<file path="src/rtl/core/hdm_pkg.sv">
// ----------------------------------------------------------------------------
// hdm_pkg - shared types and constants for the holonomic drive mixer
// Widths of the offset, wheel and divider datapaths, plus the struct that
// carries the four wheel lanes through the rescale divider.
// ----------------------------------------------------------------------------
package hdm_pkg;

	localparam int AXIS_W   = 8;             // offset-127 byte
	localparam int OFF_W    = 9;             // axis offset, -127..128
	localparam int WHL_W    = 10;            // wheel offset, -383..384
	localparam int MAG_W    = 9;             // wheel magnitude, 0..384
	localparam int NUM_W    = 16;            // |wheel| * 127, up to 48768
	localparam int QUO_W    = 7;             // rescaled magnitude, 0..127
	localparam int DIV_STEPS = QUO_W;        // one quotient bit per stage
	localparam int N_AXES   = 3;
	localparam int N_WHEELS = 4;
	localparam int N_STAGES = 3 + DIV_STEPS; // shape, mix, limit, divider

	localparam int CENTRE   = 127;           // stop / centre value

	typedef logic [AXIS_W-1:0]        axis_t;
	typedef logic signed [OFF_W-1:0]  off_t;
	typedef logic signed [WHL_W-1:0]  whl_t;
	typedef logic [MAG_W-1:0]         mag_t;

	// Lane state through the restoring divider
	typedef struct packed {
		logic [N_WHEELS-1:0][NUM_W-1:0] rem;   // running remainder
		logic [N_WHEELS-1:0][QUO_W-1:0] quo;   // quotient bits so far
		logic [N_WHEELS-1:0]            neg;   // wheel offset negative
		logic [N_WHEELS-1:0][WHL_W-1:0] off;   // raw offset, pass-through
		logic [NUM_W-1:0]               dsr;   // limit aligned to top bit
		logic                           scale; // limit at or above 127
	} div_t;

endpackage

</file>
<file path="src/rtl/core/hdm_intf.sv">
// ----------------------------------------------------------------------------
// hdm_intf - stream channels of the holonomic drive mixer
// Valid/ready channels for the joystick sample and the wheel command set.
// ----------------------------------------------------------------------------
interface hdm_in_if import hdm_pkg::*; ();

	logic  valid;
	logic  ready;
	axis_t forward_axis;
	axis_t side_axis;
	axis_t rotate_axis;

	modport source (output valid, output forward_axis, output side_axis,
		output rotate_axis, input ready);
	modport sink (input valid, input forward_axis, input side_axis,
		input rotate_axis, output ready);

endinterface

interface hdm_out_if import hdm_pkg::*; ();

	logic  valid;
	logic  ready;
	axis_t front_left_pwm;
	axis_t front_right_pwm;
	axis_t back_left_pwm;
	axis_t back_right_pwm;

	modport source (output valid, output front_left_pwm, output front_right_pwm,
		output back_left_pwm, output back_right_pwm, input ready);
	modport sink (input valid, input front_left_pwm, input front_right_pwm,
		input back_left_pwm, input back_right_pwm, output ready);

endinterface

</file>
<file path="src/rtl/core/holonomic_drive_mixer_top.sv">
// ----------------------------------------------------------------------------
// holonomic_drive_mixer_top - four-wheel holonomic drive mixer
// Throughput: one joystick sample per cycle while wheels.ready does not stall
// the pipe; ten register stages (shape, mix, limit, seven one-bit divider
// steps) each hold one item.
// Reset: clears every stage valid bit and square_q to 0.
// ----------------------------------------------------------------------------
module holonomic_drive_mixer_top import hdm_pkg::*; (
	input  logic      clk,
	input  logic      arst_n,
	input  logic      cfg_we,
	input  logic      cfg_wdata,
	hdm_in_if.sink    axes,
	hdm_out_if.source wheels
);

	logic                square_q;
	logic [N_STAGES-1:0] vld_q;
	logic [N_STAGES-1:0] adv;

	off_t off_s1 [N_AXES];
	whl_t e_s2   [N_WHEELS];
	mag_t mag_s2 [N_WHEELS];
	div_t div_st [DIV_STEPS+1];
	div_t last;
	whl_t wv     [N_WHEELS];
	logic rem_ok, pass_ok;

	// Configuration register
	always_ff @(posedge clk or negedge arst_n) begin
		if (!arst_n) begin
			square_q <= 1'b0;
		end else if (cfg_we) begin
			square_q <= cfg_wdata;
		end
	end

	// Per-stage advance: a stage loads when empty or when its successor moves
	always_comb begin
		adv[N_STAGES-1] = !vld_q[N_STAGES-1] || wheels.ready;
		for (int k = N_STAGES - 2; k >= 0; k--) begin
			adv[k] = !vld_q[k] || adv[k+1];
		end
	end

	assign axes.ready = adv[0];

	// Valid bits travel with the data
	always_ff @(posedge clk or negedge arst_n) begin
		if (!arst_n) begin
			vld_q <= '0;
		end else begin
			if (adv[0]) begin
				vld_q[0] <= axes.valid;
			end
			for (int k = 1; k < N_STAGES; k++) begin
				if (adv[k]) begin
					vld_q[k] <= vld_q[k-1];
				end
			end
		end
	end

	// Datapath stages
	hdm_shape u_shape (
		.clk          (clk),
		.en           (adv[0]),
		.square       (square_q),
		.forward_axis (axes.forward_axis),
		.side_axis    (axes.side_axis),
		.rotate_axis  (axes.rotate_axis),
		.off_s1       (off_s1)
	);

	hdm_mix u_mix (
		.clk    (clk),
		.en     (adv[1]),
		.off_s1 (off_s1),
		.e_s2   (e_s2),
		.mag_s2 (mag_s2)
	);

	hdm_limit u_limit (
		.clk    (clk),
		.en     (adv[2]),
		.e_s2   (e_s2),
		.mag_s2 (mag_s2),
		.div_s3 (div_st[0])
	);

	for (genvar g = 0; g < DIV_STEPS; g++) begin : g_div
		hdm_div_step u_step (
			.clk    (clk),
			.en     (adv[3+g]),
			.d_in   (div_st[g]),
			.div_sk (div_st[g+1])
		);
	end

	assign last = div_st[DIV_STEPS];

	// Result: signed quotient or raw offset, re-centred on 127
	always_comb begin
		for (int k = 0; k < N_WHEELS; k++) begin
			if (last.scale) begin
				wv[k] = last.neg[k]
					? whl_t'(CENTRE) - whl_t'({3'b000, last.quo[k]})
					: whl_t'(CENTRE) + whl_t'({3'b000, last.quo[k]});
			end else begin
				wv[k] = $signed(last.off[k]) + whl_t'(CENTRE);
			end
		end
	end

	assign wheels.valid           = vld_q[N_STAGES-1];
	assign wheels.front_left_pwm  = wv[0][AXIS_W-1:0];
	assign wheels.front_right_pwm = wv[1][AXIS_W-1:0];
	assign wheels.back_left_pwm   = wv[2][AXIS_W-1:0];
	assign wheels.back_right_pwm  = wv[3][AXIS_W-1:0];

	// Check helpers
	always_comb begin
		rem_ok  = 1'b1;
		pass_ok = 1'b1;
		for (int k = 0; k < N_WHEELS; k++) begin
			if ({1'b0, div_st[0].rem[k]} >= {div_st[0].dsr, 1'b0}) begin
				rem_ok = 1'b0;
			end
			if ($signed(last.off[k]) >= whl_t'(CENTRE)
					|| $signed(last.off[k]) <= -whl_t'(CENTRE)) begin
				pass_ok = 1'b0;
			end
		end
	end

	// A free output must let the whole pipe, and so the input, move
	a_ready_chain: assert property (@(posedge clk) disable iff (!arst_n)
		wheels.ready |-> axes.ready)
		else $error("input stalled while output is ready");

	// Numerator must stay below 128 * limit or the quotient overflows
	a_num_range: assert property (@(posedge clk) disable iff (!arst_n)
		(vld_q[2] && div_st[0].scale) |-> rem_ok)
		else $error("divider numerator out of range");

	// Unscaled wheels must lie strictly inside +/-127
	a_pass_range: assert property (@(posedge clk) disable iff (!arst_n)
		(wheels.valid && !last.scale) |-> pass_ok)
		else $error("pass-through wheel at or beyond limit");

	// A result held under back-pressure stays valid next cycle
	a_hold: assert property (@(posedge clk) disable iff (!arst_n)
		(wheels.valid && !wheels.ready) |=> wheels.valid)
		else $error("stalled result lost");

endmodule

</file>
<file path="src/rtl/core/hdm_shape.sv">
// ----------------------------------------------------------------------------
// hdm_shape - stage 1: axis centring and optional quadratic shaping
// Removes the 127 offset and, when enabled, applies sign(d)*d*d/128.
// ----------------------------------------------------------------------------
module hdm_shape import hdm_pkg::*; (
	input  logic  clk,
	input  logic  en,
	input  logic  square,
	input  axis_t forward_axis,
	input  axis_t side_axis,
	input  axis_t rotate_axis,
	output off_t  off_s1 [N_AXES]
);

	// Signed square, truncated toward zero (shift of the magnitude)
	function automatic off_t shape_off(axis_t v, logic sq);
		off_t       d;
		logic [7:0] m;
		logic [14:0] p;
		off_t       s;
		d = off_t'({1'b0, v}) - off_t'(CENTRE);
		m = d[OFF_W-1] ? 8'(-d) : d[7:0];
		p = 15'(m) * 15'(m);
		s = off_t'({1'b0, p[14:7]});
		return sq ? (d[OFF_W-1] ? -s : s) : d;
	endfunction

	axis_t raw [N_AXES];

	assign raw[0] = forward_axis;
	assign raw[1] = side_axis;
	assign raw[2] = rotate_axis;

	// Stage register
	always_ff @(posedge clk) begin
		if (en) begin
			for (int i = 0; i < N_AXES; i++) begin
				off_s1[i] <= shape_off(raw[i], square);
			end
		end
	end

endmodule

</file>
<file path="src/rtl/core/hdm_mix.sv">
// ----------------------------------------------------------------------------
// hdm_mix - stage 2: wheel mixing and magnitudes
// Combines forward, side and rotate offsets into four wheel offsets; the
// forward axis is inverted for the right-hand wheels.
// ----------------------------------------------------------------------------
module hdm_mix import hdm_pkg::*; (
	input  logic clk,
	input  logic en,
	input  off_t off_s1 [N_AXES],
	output whl_t e_s2   [N_WHEELS],
	output mag_t mag_s2 [N_WHEELS]
);

	whl_t f, s, r;
	whl_t e [N_WHEELS];

	// Mixing matrix
	always_comb begin
		f = whl_t'(off_s1[0]);
		s = whl_t'(off_s1[1]);
		r = whl_t'(off_s1[2]);
		e[0] =  f + s + r;   // front left
		e[1] = -f + s + r;   // front right
		e[2] =  f - s + r;   // back left
		e[3] = -f - s + r;   // back right
	end

	// Stage register with absolute values
	always_ff @(posedge clk) begin
		if (en) begin
			for (int k = 0; k < N_WHEELS; k++) begin
				e_s2[k]   <= e[k];
				mag_s2[k] <= e[k][WHL_W-1] ? mag_t'(-e[k]) : mag_t'(e[k]);
			end
		end
	end

endmodule

</file>
<file path="src/rtl/core/hdm_limit.sv">
// ----------------------------------------------------------------------------
// hdm_limit - stage 3: largest wheel magnitude and divider set-up
// Finds the limit over the four wheels, decides whether to rescale and loads
// the divider lanes with |w|*127 and the aligned limit.
// ----------------------------------------------------------------------------
module hdm_limit import hdm_pkg::*; (
	input  logic clk,
	input  logic en,
	input  whl_t e_s2   [N_WHEELS],
	input  mag_t mag_s2 [N_WHEELS],
	output div_t div_s3
);

	mag_t m01, m23, lim;
	div_t nxt;

	// Max tree and numerator preparation
	always_comb begin
		m01 = (mag_s2[0] > mag_s2[1]) ? mag_s2[0] : mag_s2[1];
		m23 = (mag_s2[2] > mag_s2[3]) ? mag_s2[2] : mag_s2[3];
		lim = (m01 > m23) ? m01 : m23;
		nxt.scale = (lim >= mag_t'(CENTRE));
		nxt.dsr   = NUM_W'(lim) << (QUO_W - 1);
		for (int k = 0; k < N_WHEELS; k++) begin
			// x*127 as x*128 - x
			nxt.rem[k] = (NUM_W'(mag_s2[k]) << 7) - NUM_W'(mag_s2[k]);
			nxt.quo[k] = '0;
			nxt.neg[k] = e_s2[k][WHL_W-1];
			nxt.off[k] = e_s2[k];
		end
	end

	// Stage register
	always_ff @(posedge clk) begin
		if (en) begin
			div_s3 <= nxt;
		end
	end

endmodule

</file>
<file path="src/rtl/core/hdm_div_step.sv">
// ----------------------------------------------------------------------------
// hdm_div_step - one restoring division step for all four wheel lanes
// Compares the remainder with the aligned limit, subtracts when it fits,
// shifts the remainder left and appends one quotient bit.
// ----------------------------------------------------------------------------
module hdm_div_step import hdm_pkg::*; (
	input  logic clk,
	input  logic en,
	input  div_t d_in,
	output div_t div_sk
);

	div_t nxt;
	logic [N_WHEELS-1:0] fits;

	// Compare, subtract, shift
	always_comb begin
		nxt = d_in;
		for (int k = 0; k < N_WHEELS; k++) begin
			fits[k]    = (d_in.rem[k] >= d_in.dsr);
			nxt.rem[k] = NUM_W'((fits[k] ? (d_in.rem[k] - d_in.dsr) : d_in.rem[k]) << 1);
			nxt.quo[k] = {d_in.quo[k][QUO_W-2:0], fits[k]};
		end
	end

	// Stage register
	always_ff @(posedge clk) begin
		if (en) begin
			div_sk <= nxt;
		end
	end

endmodule
</file>
<file path="src/flat_wrapper.sv">
// flat-port wrapper written by rule: the top's interface ports become plain ports
module holonomic_drive_mixer_top_flat import hdm_pkg::*;
  (clk, arst_n, cfg_we, cfg_wdata, axes_valid, axes_forward_axis, axes_side_axis, axes_rotate_axis, axes_ready, wheels_valid, wheels_front_left_pwm, wheels_front_right_pwm, wheels_back_left_pwm, wheels_back_right_pwm, wheels_ready);
  hdm_in_if axes_i ();
  hdm_out_if wheels_i ();
  input  logic clk;
  input  logic arst_n;
  input  logic cfg_we;
  input  logic cfg_wdata;
  input wire logic [$bits(axes_i.valid)-1:0] axes_valid;
  input wire logic [$bits(axes_i.forward_axis)-1:0] axes_forward_axis;
  input wire logic [$bits(axes_i.side_axis)-1:0] axes_side_axis;
  input wire logic [$bits(axes_i.rotate_axis)-1:0] axes_rotate_axis;
  output wire logic [$bits(axes_i.ready)-1:0] axes_ready;
  output wire logic [$bits(wheels_i.valid)-1:0] wheels_valid;
  output wire logic [$bits(wheels_i.front_left_pwm)-1:0] wheels_front_left_pwm;
  output wire logic [$bits(wheels_i.front_right_pwm)-1:0] wheels_front_right_pwm;
  output wire logic [$bits(wheels_i.back_left_pwm)-1:0] wheels_back_left_pwm;
  output wire logic [$bits(wheels_i.back_right_pwm)-1:0] wheels_back_right_pwm;
  input wire logic [$bits(wheels_i.ready)-1:0] wheels_ready;
  assign axes_i.valid = axes_valid;
  assign axes_i.forward_axis = axes_forward_axis;
  assign axes_i.side_axis = axes_side_axis;
  assign axes_i.rotate_axis = axes_rotate_axis;
  assign axes_ready = axes_i.ready;
  assign wheels_valid = wheels_i.valid;
  assign wheels_front_left_pwm = wheels_i.front_left_pwm;
  assign wheels_front_right_pwm = wheels_i.front_right_pwm;
  assign wheels_back_left_pwm = wheels_i.back_left_pwm;
  assign wheels_back_right_pwm = wheels_i.back_right_pwm;
  assign wheels_i.ready = wheels_ready;
  holonomic_drive_mixer_top u_core (.clk(clk), .arst_n(arst_n), .cfg_we(cfg_we), .cfg_wdata(cfg_wdata), .axes(axes_i), .wheels(wheels_i));
endmodule
</file>
<file path="config.mk">
export PLATFORM = sky130hd
export DESIGN_NAME = holonomic_drive_mixer_top_flat
export DESIGN_NICKNAME = d
export VERILOG_FILES = /design/src/rtl/core/hdm_pkg.sv /design/src/rtl/core/hdm_intf.sv /design/src/rtl/core/holonomic_drive_mixer_top.sv /design/src/rtl/core/hdm_shape.sv /design/src/rtl/core/hdm_mix.sv /design/src/rtl/core/hdm_limit.sv /design/src/rtl/core/hdm_div_step.sv /design/src/flat_wrapper.sv
export SDC_FILE = /design/constraint.sdc
export NUM_CORES = 2
export LEC_CHECK = 0
export ABC_AREA = 1
export BUFFER_PORTS_ARGS = -buffer_cell sky130_fd_sc_hd__buf_4
export CAP_MARGIN = 30
export CORE_MARGIN = 1
export CORE_UTILIZATION = 25
export CTS_CLUSTER_DIAMETER = 60
export DETAILED_ROUTE_END_ITERATION = 10
export PLACE_DENSITY = 0.42
export SYNTH_ARGS = -nofsm -noshare
export SYNTH_HDL_FRONTEND = slang
export SYNTH_SLANG_ARGS = --single-unit
export TNS_END_PERCENT = 50
</file>
<file path="constraint.sdc">
create_clock -name clk -period 41.9 [get_ports clk]
set_clock_uncertainty 0.2 [all_clocks]
set_input_delay 12.57 -clock clk [delete_from_list [all_inputs] [get_ports clk]]
set_output_delay 12.57 -clock clk [all_outputs]
set_load 0.02 [all_outputs]
</file>
-- Word-level counts from Yosys, hierarchy flattened
Cells that the tools add are included.
- input bits: 30
- flip-flop bits (word level): 1009
- logic and storage cells: 318
- mux-type cells: 48
- add/sub/neg operators: 62
- reduce and logical (&&, ||, !) cells: 20
- order comparisons: 32
- $mul: 3
- operator list (cell ; count):
    >= comparator 16 x 15 -> 1 bit ; 28
    two-way mux 15 bit ; 24
    subtractor 15 bit ; 24
    two-way mux 9 bit ; 13
    two-way mux 8 bit ; 11
    subtractor 16 x 9 -> 16 bit ; 4
    adder 10 x 9 -> 10 bit ; 5
    multiplier 8 x 8 -> 15 bit ; 3
    negator 9 bit ; 4
    adder 7 x 7 -> 8 bit (first input constant) ; 4
    adder 8 bit (second input constant) ; 4
    subtractor 7 x 7 -> 8 bit (first input constant) ; 4
    > comparator 9 bit ; 3
    negator 8 -> 9 bit ; 3
    subtractor 8 x 7 -> 9 bit (second input constant) ; 3
    negator 8 bit ; 3
    adder 9 x 9 -> 10 bit ; 1
    logical NOT 1 bit ; 10
    logical OR 1 bit ; 10
    negator 9 -> 10 bit ; 1
    subtractor 10 x 9 -> 10 bit ; 1
    subtractor 9 x 9 -> 10 bit ; 1
    >= comparator 9 x 7 -> 1 bit (second input constant) ; 1

-- Depth between registers and ports, before layout
- depth after elaboration: 11
- depth in mapped cells: 37

-- Hierarchy
A second synthesis with hierarchy kept.
- cell total of the unflattened synthesis: 10283
- area total of the unflattened synthesis: 87745.4 sq um
- modules (own cells, without submodules) (module ; area an instance (sq um) ; cells an instance ; seq. area each (sq um) ; times used):
    hdm_div_step at u_core.g_div[0].u_step ... ; 9472.8 ; 1092 ; 4474.3 ; 4
    hdm_div_step at u_core.g_div[3].u_step ; 9472.8 ; 1090 ; 4474.3 ; 1
    hdm_div_step at u_core.g_div[4].u_step ; 9401.5 ; 1091 ; 4474.3 ; 1
    hdm_div_step at u_core.g_div[2].u_step ; 9345.2 ; 1093 ; 4474.3 ; 1
    hdm_shape ; 7502.2 ; 1070 ; 810.8 ; 1
    hdm_mix ; 6174.7 ; 706 ; 2072.0 ; 1
    hdm_limit ; 6092.1 ; 541 ; 3423.3 ; 1
    holonomic_drive_mixer_top ; 1865.5 ; 324 ; 275.3 ; 1

-- Worst setup path before layout
No wires, ideal clock.
- path type: input-to-output
- from: input port wheels_ready
- to: output port axes_ready
- stages: 18
- slack: -1.003 ns
- arrival: 30.133 ns
- path buffers: 0
- path through: nor2_1 > inv_1 > nor2_1 > inv_1 > nor2_1 > inv_1 > nor2_1 > inv_1 > nor2_1 > inv_1 > nor2_1 > inv_1 > nor2_1 > inv_1 > nor2_1 > inv_1 > nor2_1 > nand2_1
- word-level cells in the longest chain between the ends: 10
- RTL lines (what ; RTL line ; source):
    from (decl) ; flat_wrapper.sv:20 ; input wire logic [$bits(wheels_i.ready)-1:0] wheels_ready;
    logical OR 1 bit ; holonomic_drive_mixer_top.sv:40 ; adv[N_STAGES-1] = !vld_q[N_STAGES-1] || wheels.ready;
    net u_core.g_div[6].u_step.en ; hdm_div_step.sv:8 ; input logic en,
    logical OR 1 bit ; holonomic_drive_mixer_top.sv:42 ; adv[k] = !vld_q[k] || adv[k+1];
    net u_core.g_div[5].u_step.en ; hdm_div_step.sv:8 ;
    logical OR 1 bit ; holonomic_drive_mixer_top.sv:42 ;
    net u_core.g_div[4].u_step.en ; hdm_div_step.sv:8 ;
    logical OR 1 bit ; holonomic_drive_mixer_top.sv:42 ;
    net u_core.g_div[3].u_step.en ; hdm_div_step.sv:8 ;
    logical OR 1 bit ; holonomic_drive_mixer_top.sv:42 ;
    net u_core.g_div[2].u_step.en ; hdm_div_step.sv:8 ;
    logical OR 1 bit ; holonomic_drive_mixer_top.sv:42 ;
    net u_core.g_div[1].u_step.en ; hdm_div_step.sv:8 ;
    logical OR 1 bit ; holonomic_drive_mixer_top.sv:42 ;
    net u_core.g_div[0].u_step.en ; hdm_div_step.sv:8 ;
    logical OR 1 bit ; holonomic_drive_mixer_top.sv:42 ;
    net u_core.u_limit.en ; hdm_limit.sv:8 ; input logic en,
    logical OR 1 bit (2 in series) ; holonomic_drive_mixer_top.sv:42 ;
    to (decl) ; flat_wrapper.sv:14 ; output wire logic [$bits(axes_i.ready)-1:0] axes_ready;
The timed path passes the listed nets, and every way through them passes these cells.

-- Final worst setup path
Ends and elaborated chain as after synthesis.

==> flow_summary.toml <==
[clocking]
path_clk_slew_ns = 0.06
clockBufferDepth = 3
cts_num_sinks = 886
worstSkewPairLatency_ns = 0.72
cts_buffers = 106
cts_tree = "built"
cts-root-buf = "clkbuf_16"
post_cts_buffers = 0
cts.repair.resized = 0
hold_buffers = 0
htree_levels = 3

[timing]
rsz0062_at_grt = "no"
maxSlewViolCount = 0
finalSetupViolCount = 0
fin_crit_sh_pct = 73.7
fmax_mhz = 32.4
hold_viol_final = 0
hold_ws_ns = 0.195
relSlewSlack_pct = 37.2
finalCriticalPeriod_ns = 30.89
worstMarginPinSlew_ns = 0.942
fin_setup_tns_ns = 0

[worst_setup_path]
rr_endpoint = "u_core.u_mix.mag_s2[15]$_DFFE_PP_"
r2r_start = "u_core.vld_q[9]$_DFFE_PN0P_"
startpoint = "wheels_ready"
start_kind = "input port"
worst-setup-path-type = "in -> out"
cp.arrival_ns = 18.12
crit_required_ns = 29.13
endpoint_kind = "primary output"
worst-path-max-fanout = 64
rr_worst_depth = 21
crit_end = "axes_ready"
r2r_slack_ns = 35.30

[die]
ios = 64
fp.dieArea_um2 = 206000
die_w_um = 454
start_util_pct = 25.2
row_count = 165
fp.dieH_um = 454
core_um2 = 203000

[global_routing]
antenna_found_initial = 1
grt.total_usage_pct = 11.6
overflow = 0
grt_max_degree = 69
grt_pass1_vias = 32700
grt_pass1_wl_um = 187000

[finish]
drive_above_1_share_pct = 6.48
regArea_um2 = 26600
final_util_pct = 28.8
final_cell_mix = "875 x edfxtp_1, 708 x inv_1, 614 x nand2_1"
final_common_cell = "edfxtp_1"
fillers = 20900
instances_no_fill = 7692
multi_input_area_um2 = 21500
fin_nets = 5520
synthToLayoutAreaGrowth_pct = 14.2

[routing]
avgRoutedWirePerCell_um = 15.5
via_count = 32200
wl_um = 119000
dr.pass1.iters = 7
ant_nets = 0
drc = 0
via_per_inst = 4.18
initialDrtViolationCount = 1669

[worst_hold_path]
hold_class = "reg -> reg"

[logic_synthesis]
async_flop_share_pct = 1.24
synth-seq-area-share_pct = 52.0
syn_area_um2 = 51000
ys_seq_elements = 886
ys.flop_type = "edfxtp_1"
syn-mean-instance-area_um2 = 10.7
syn_nets = 5382
syn_inst = 4790
ys_warn_count = 0
ys_types = 64
synth_edf_count = 875

[placement]
io_buffers = 63
place.gp.congestion = 0.814
place_hpwl_um = 94900
dp_cells = 7492

[run_status]
outcome = "complete, no violations"

[flow_run]
cap_violations = 0
[cell families after synthesis]
logic type / count (synthesis) / share of synthesized area [%]
compound gates: 777 / 8.47
xor+xnor: 339 / 5.98
fa+ha+maj: 562 / 15.7
buf+inv: 775 / 5.80
flops: 886 / 52.0
mux: 3 / 0.0662
simple gates: 1448 / 11.9
[critical path, stage by stage]
cell and delay, ns:
buf_4 0.11, nor2_1 0.16, inv_2 0.05, buf_4 0.35, nor2_1 0.30, inv_4 0.24, nor2_1 0.25, inv_4 0.22
nor2_1 0.25, clkinvlp_4 0.67, nor2_1 0.44, inv_4 0.25, nor2_1 0.26, inv_4 0.23, nor2_1 0.27, clkinvlp_4 0.14
nor2_1 0.21, inv_4 0.24, nor2_1 0.27, nand2_1 0.10, buf_4 0.26, buf_4 0.22
[flip-flops by register name, summed over array words and instances (netlist names)]
register	count
u_core.g_div.u_step.div_sk	680
u_core.u_limit.div_s3	103
u_core.u_mix.e_s2	33
u_core.u_mix.mag_s2	32
u_core.u_shape.off_s1	27
u_core.vld_q	10
u_core.square_q	1
[Yosys cell counts (all sizes together) (2+ instances only)]
cell | instances | area, um2
a211o | 2 | 17.5
a211oi | 12 | 90.1
a21boi | 7 | 52.6
a21o | 16 | 120
a21oi | 406 | 2040
a311oi | 8 | 70.1
a31oi | 9 | 56.3
and2 | 5 | 31.3
buf | 29 | 160
clkbuf | 23 | 86.3
clkinv | 2 | 7.51
dfrtp | 11 | 275
edfxtp | 875 | 26300
fa | 133 | 2660
ha | 429 | 5370
inv | 721 | 2710
mux2 | 3 | 33.8
nand2 | 628 | 2400
nand3 | 118 | 621
nand3b | 16 | 124
nand4 | 40 | 250
nor2 | 521 | 1970
nor3 | 72 | 375
nor3b | 4 | 30.0
nor4 | 28 | 175
nor4b | 2 | 17.5
o2111ai | 2 | 17.5
o211ai | 16 | 130
o21a | 12 | 90.1
o21ai | 227 | 1160
o21bai | 31 | 233
o22ai | 9 | 56.3
o31ai | 13 | 97.6
o41ai | 2 | 43.8
or2 | 9 | 56.3
or3 | 2 | 12.5
or4 | 2 | 15.0
xnor2 | 96 | 867
xor2 | 243 | 2180
[worst min-delay path by stage]
stage,startpoint,to,slack (ns),depth (start not counted)
4_1_cts,u_core.g_div[0].u_step.div_sk[32]$_DFFE_PP_,u_core.g_div[1].u_step.div_sk[32]$_DFFE_PP_,0.20,0
3_5_place_dp,u_core.g_div[0].u_step.div_sk[32]$_DFFE_PP_,u_core.g_div[1].u_step.div_sk[32]$_DFFE_PP_,0.20,0
2_1_floorplan,u_core.u_limit.div_s3[0]$_DFFE_PP_,u_core.g_div[0].u_step.div_sk[0]$_DFFE_PP_,0.20,0
3_3_place_gp,u_core.u_mix.e_s2[19]$_DFFE_PP_,u_core.u_limit.div_s3[59]$_DFFE_PP_,0.20,0
5_1_grt,u_core.g_div[0].u_step.div_sk[50]$_DFFE_PP_,u_core.g_div[1].u_step.div_sk[50]$_DFFE_PP_,0.21,0
6_report,u_core.g_div[0].u_step.div_sk[32]$_DFFE_PP_,u_core.g_div[1].u_step.div_sk[32]$_DFFE_PP_,0.19,0
[metrics by stage]
step           worst slack (ns)  instance area [um2]
4_1_cts                   10.71                58300
3_5_place_dp              10.74                54800
2_1_floorplan             0.522                51000
5_1_grt                   10.20                58300
3_3_place_gp              10.54                54800
6_report                  11.01                58300
[layout make-up]
| cell class | count | area share (%) |
|---|---|---|
| Sequential cell | 886 | 45.5 |
| Timing Repair Buffer | 82 | 1.06 |
| Tap cell | 2672 | 5.73 |
| Multi-Input combinational cell | 3129 | 36.9 |
| Inverter | 723 | 4.69 |
| Antenna cell | 1 | 0.00429 |
| Clock buffer | 123 | 4.71 |
| Clock inverter | 76 | 1.35 |
[routing by layer]
| layer | share of wire [%] | routed length [um] | GRT usage, % | vias to the layer above |
|---|---|---|---|---|
| met3 | 2.3 | 2760 | 1.46 | 186 |
| met1 | 46 | 54800 | 14.6 | 14900 |
| li1 | - | - | - | 16600 |
| met5 | 0 | 0 | 0 | - |
| met2 | 49 | 57800 | 20.4 | 384 |
| met4 | 3.2 | 3800 | 3.92 | 0 |
Power is left out: the tool's default activity adds up to more than one toggle a clock period on the data nets, which glitch-free logic cannot reach.
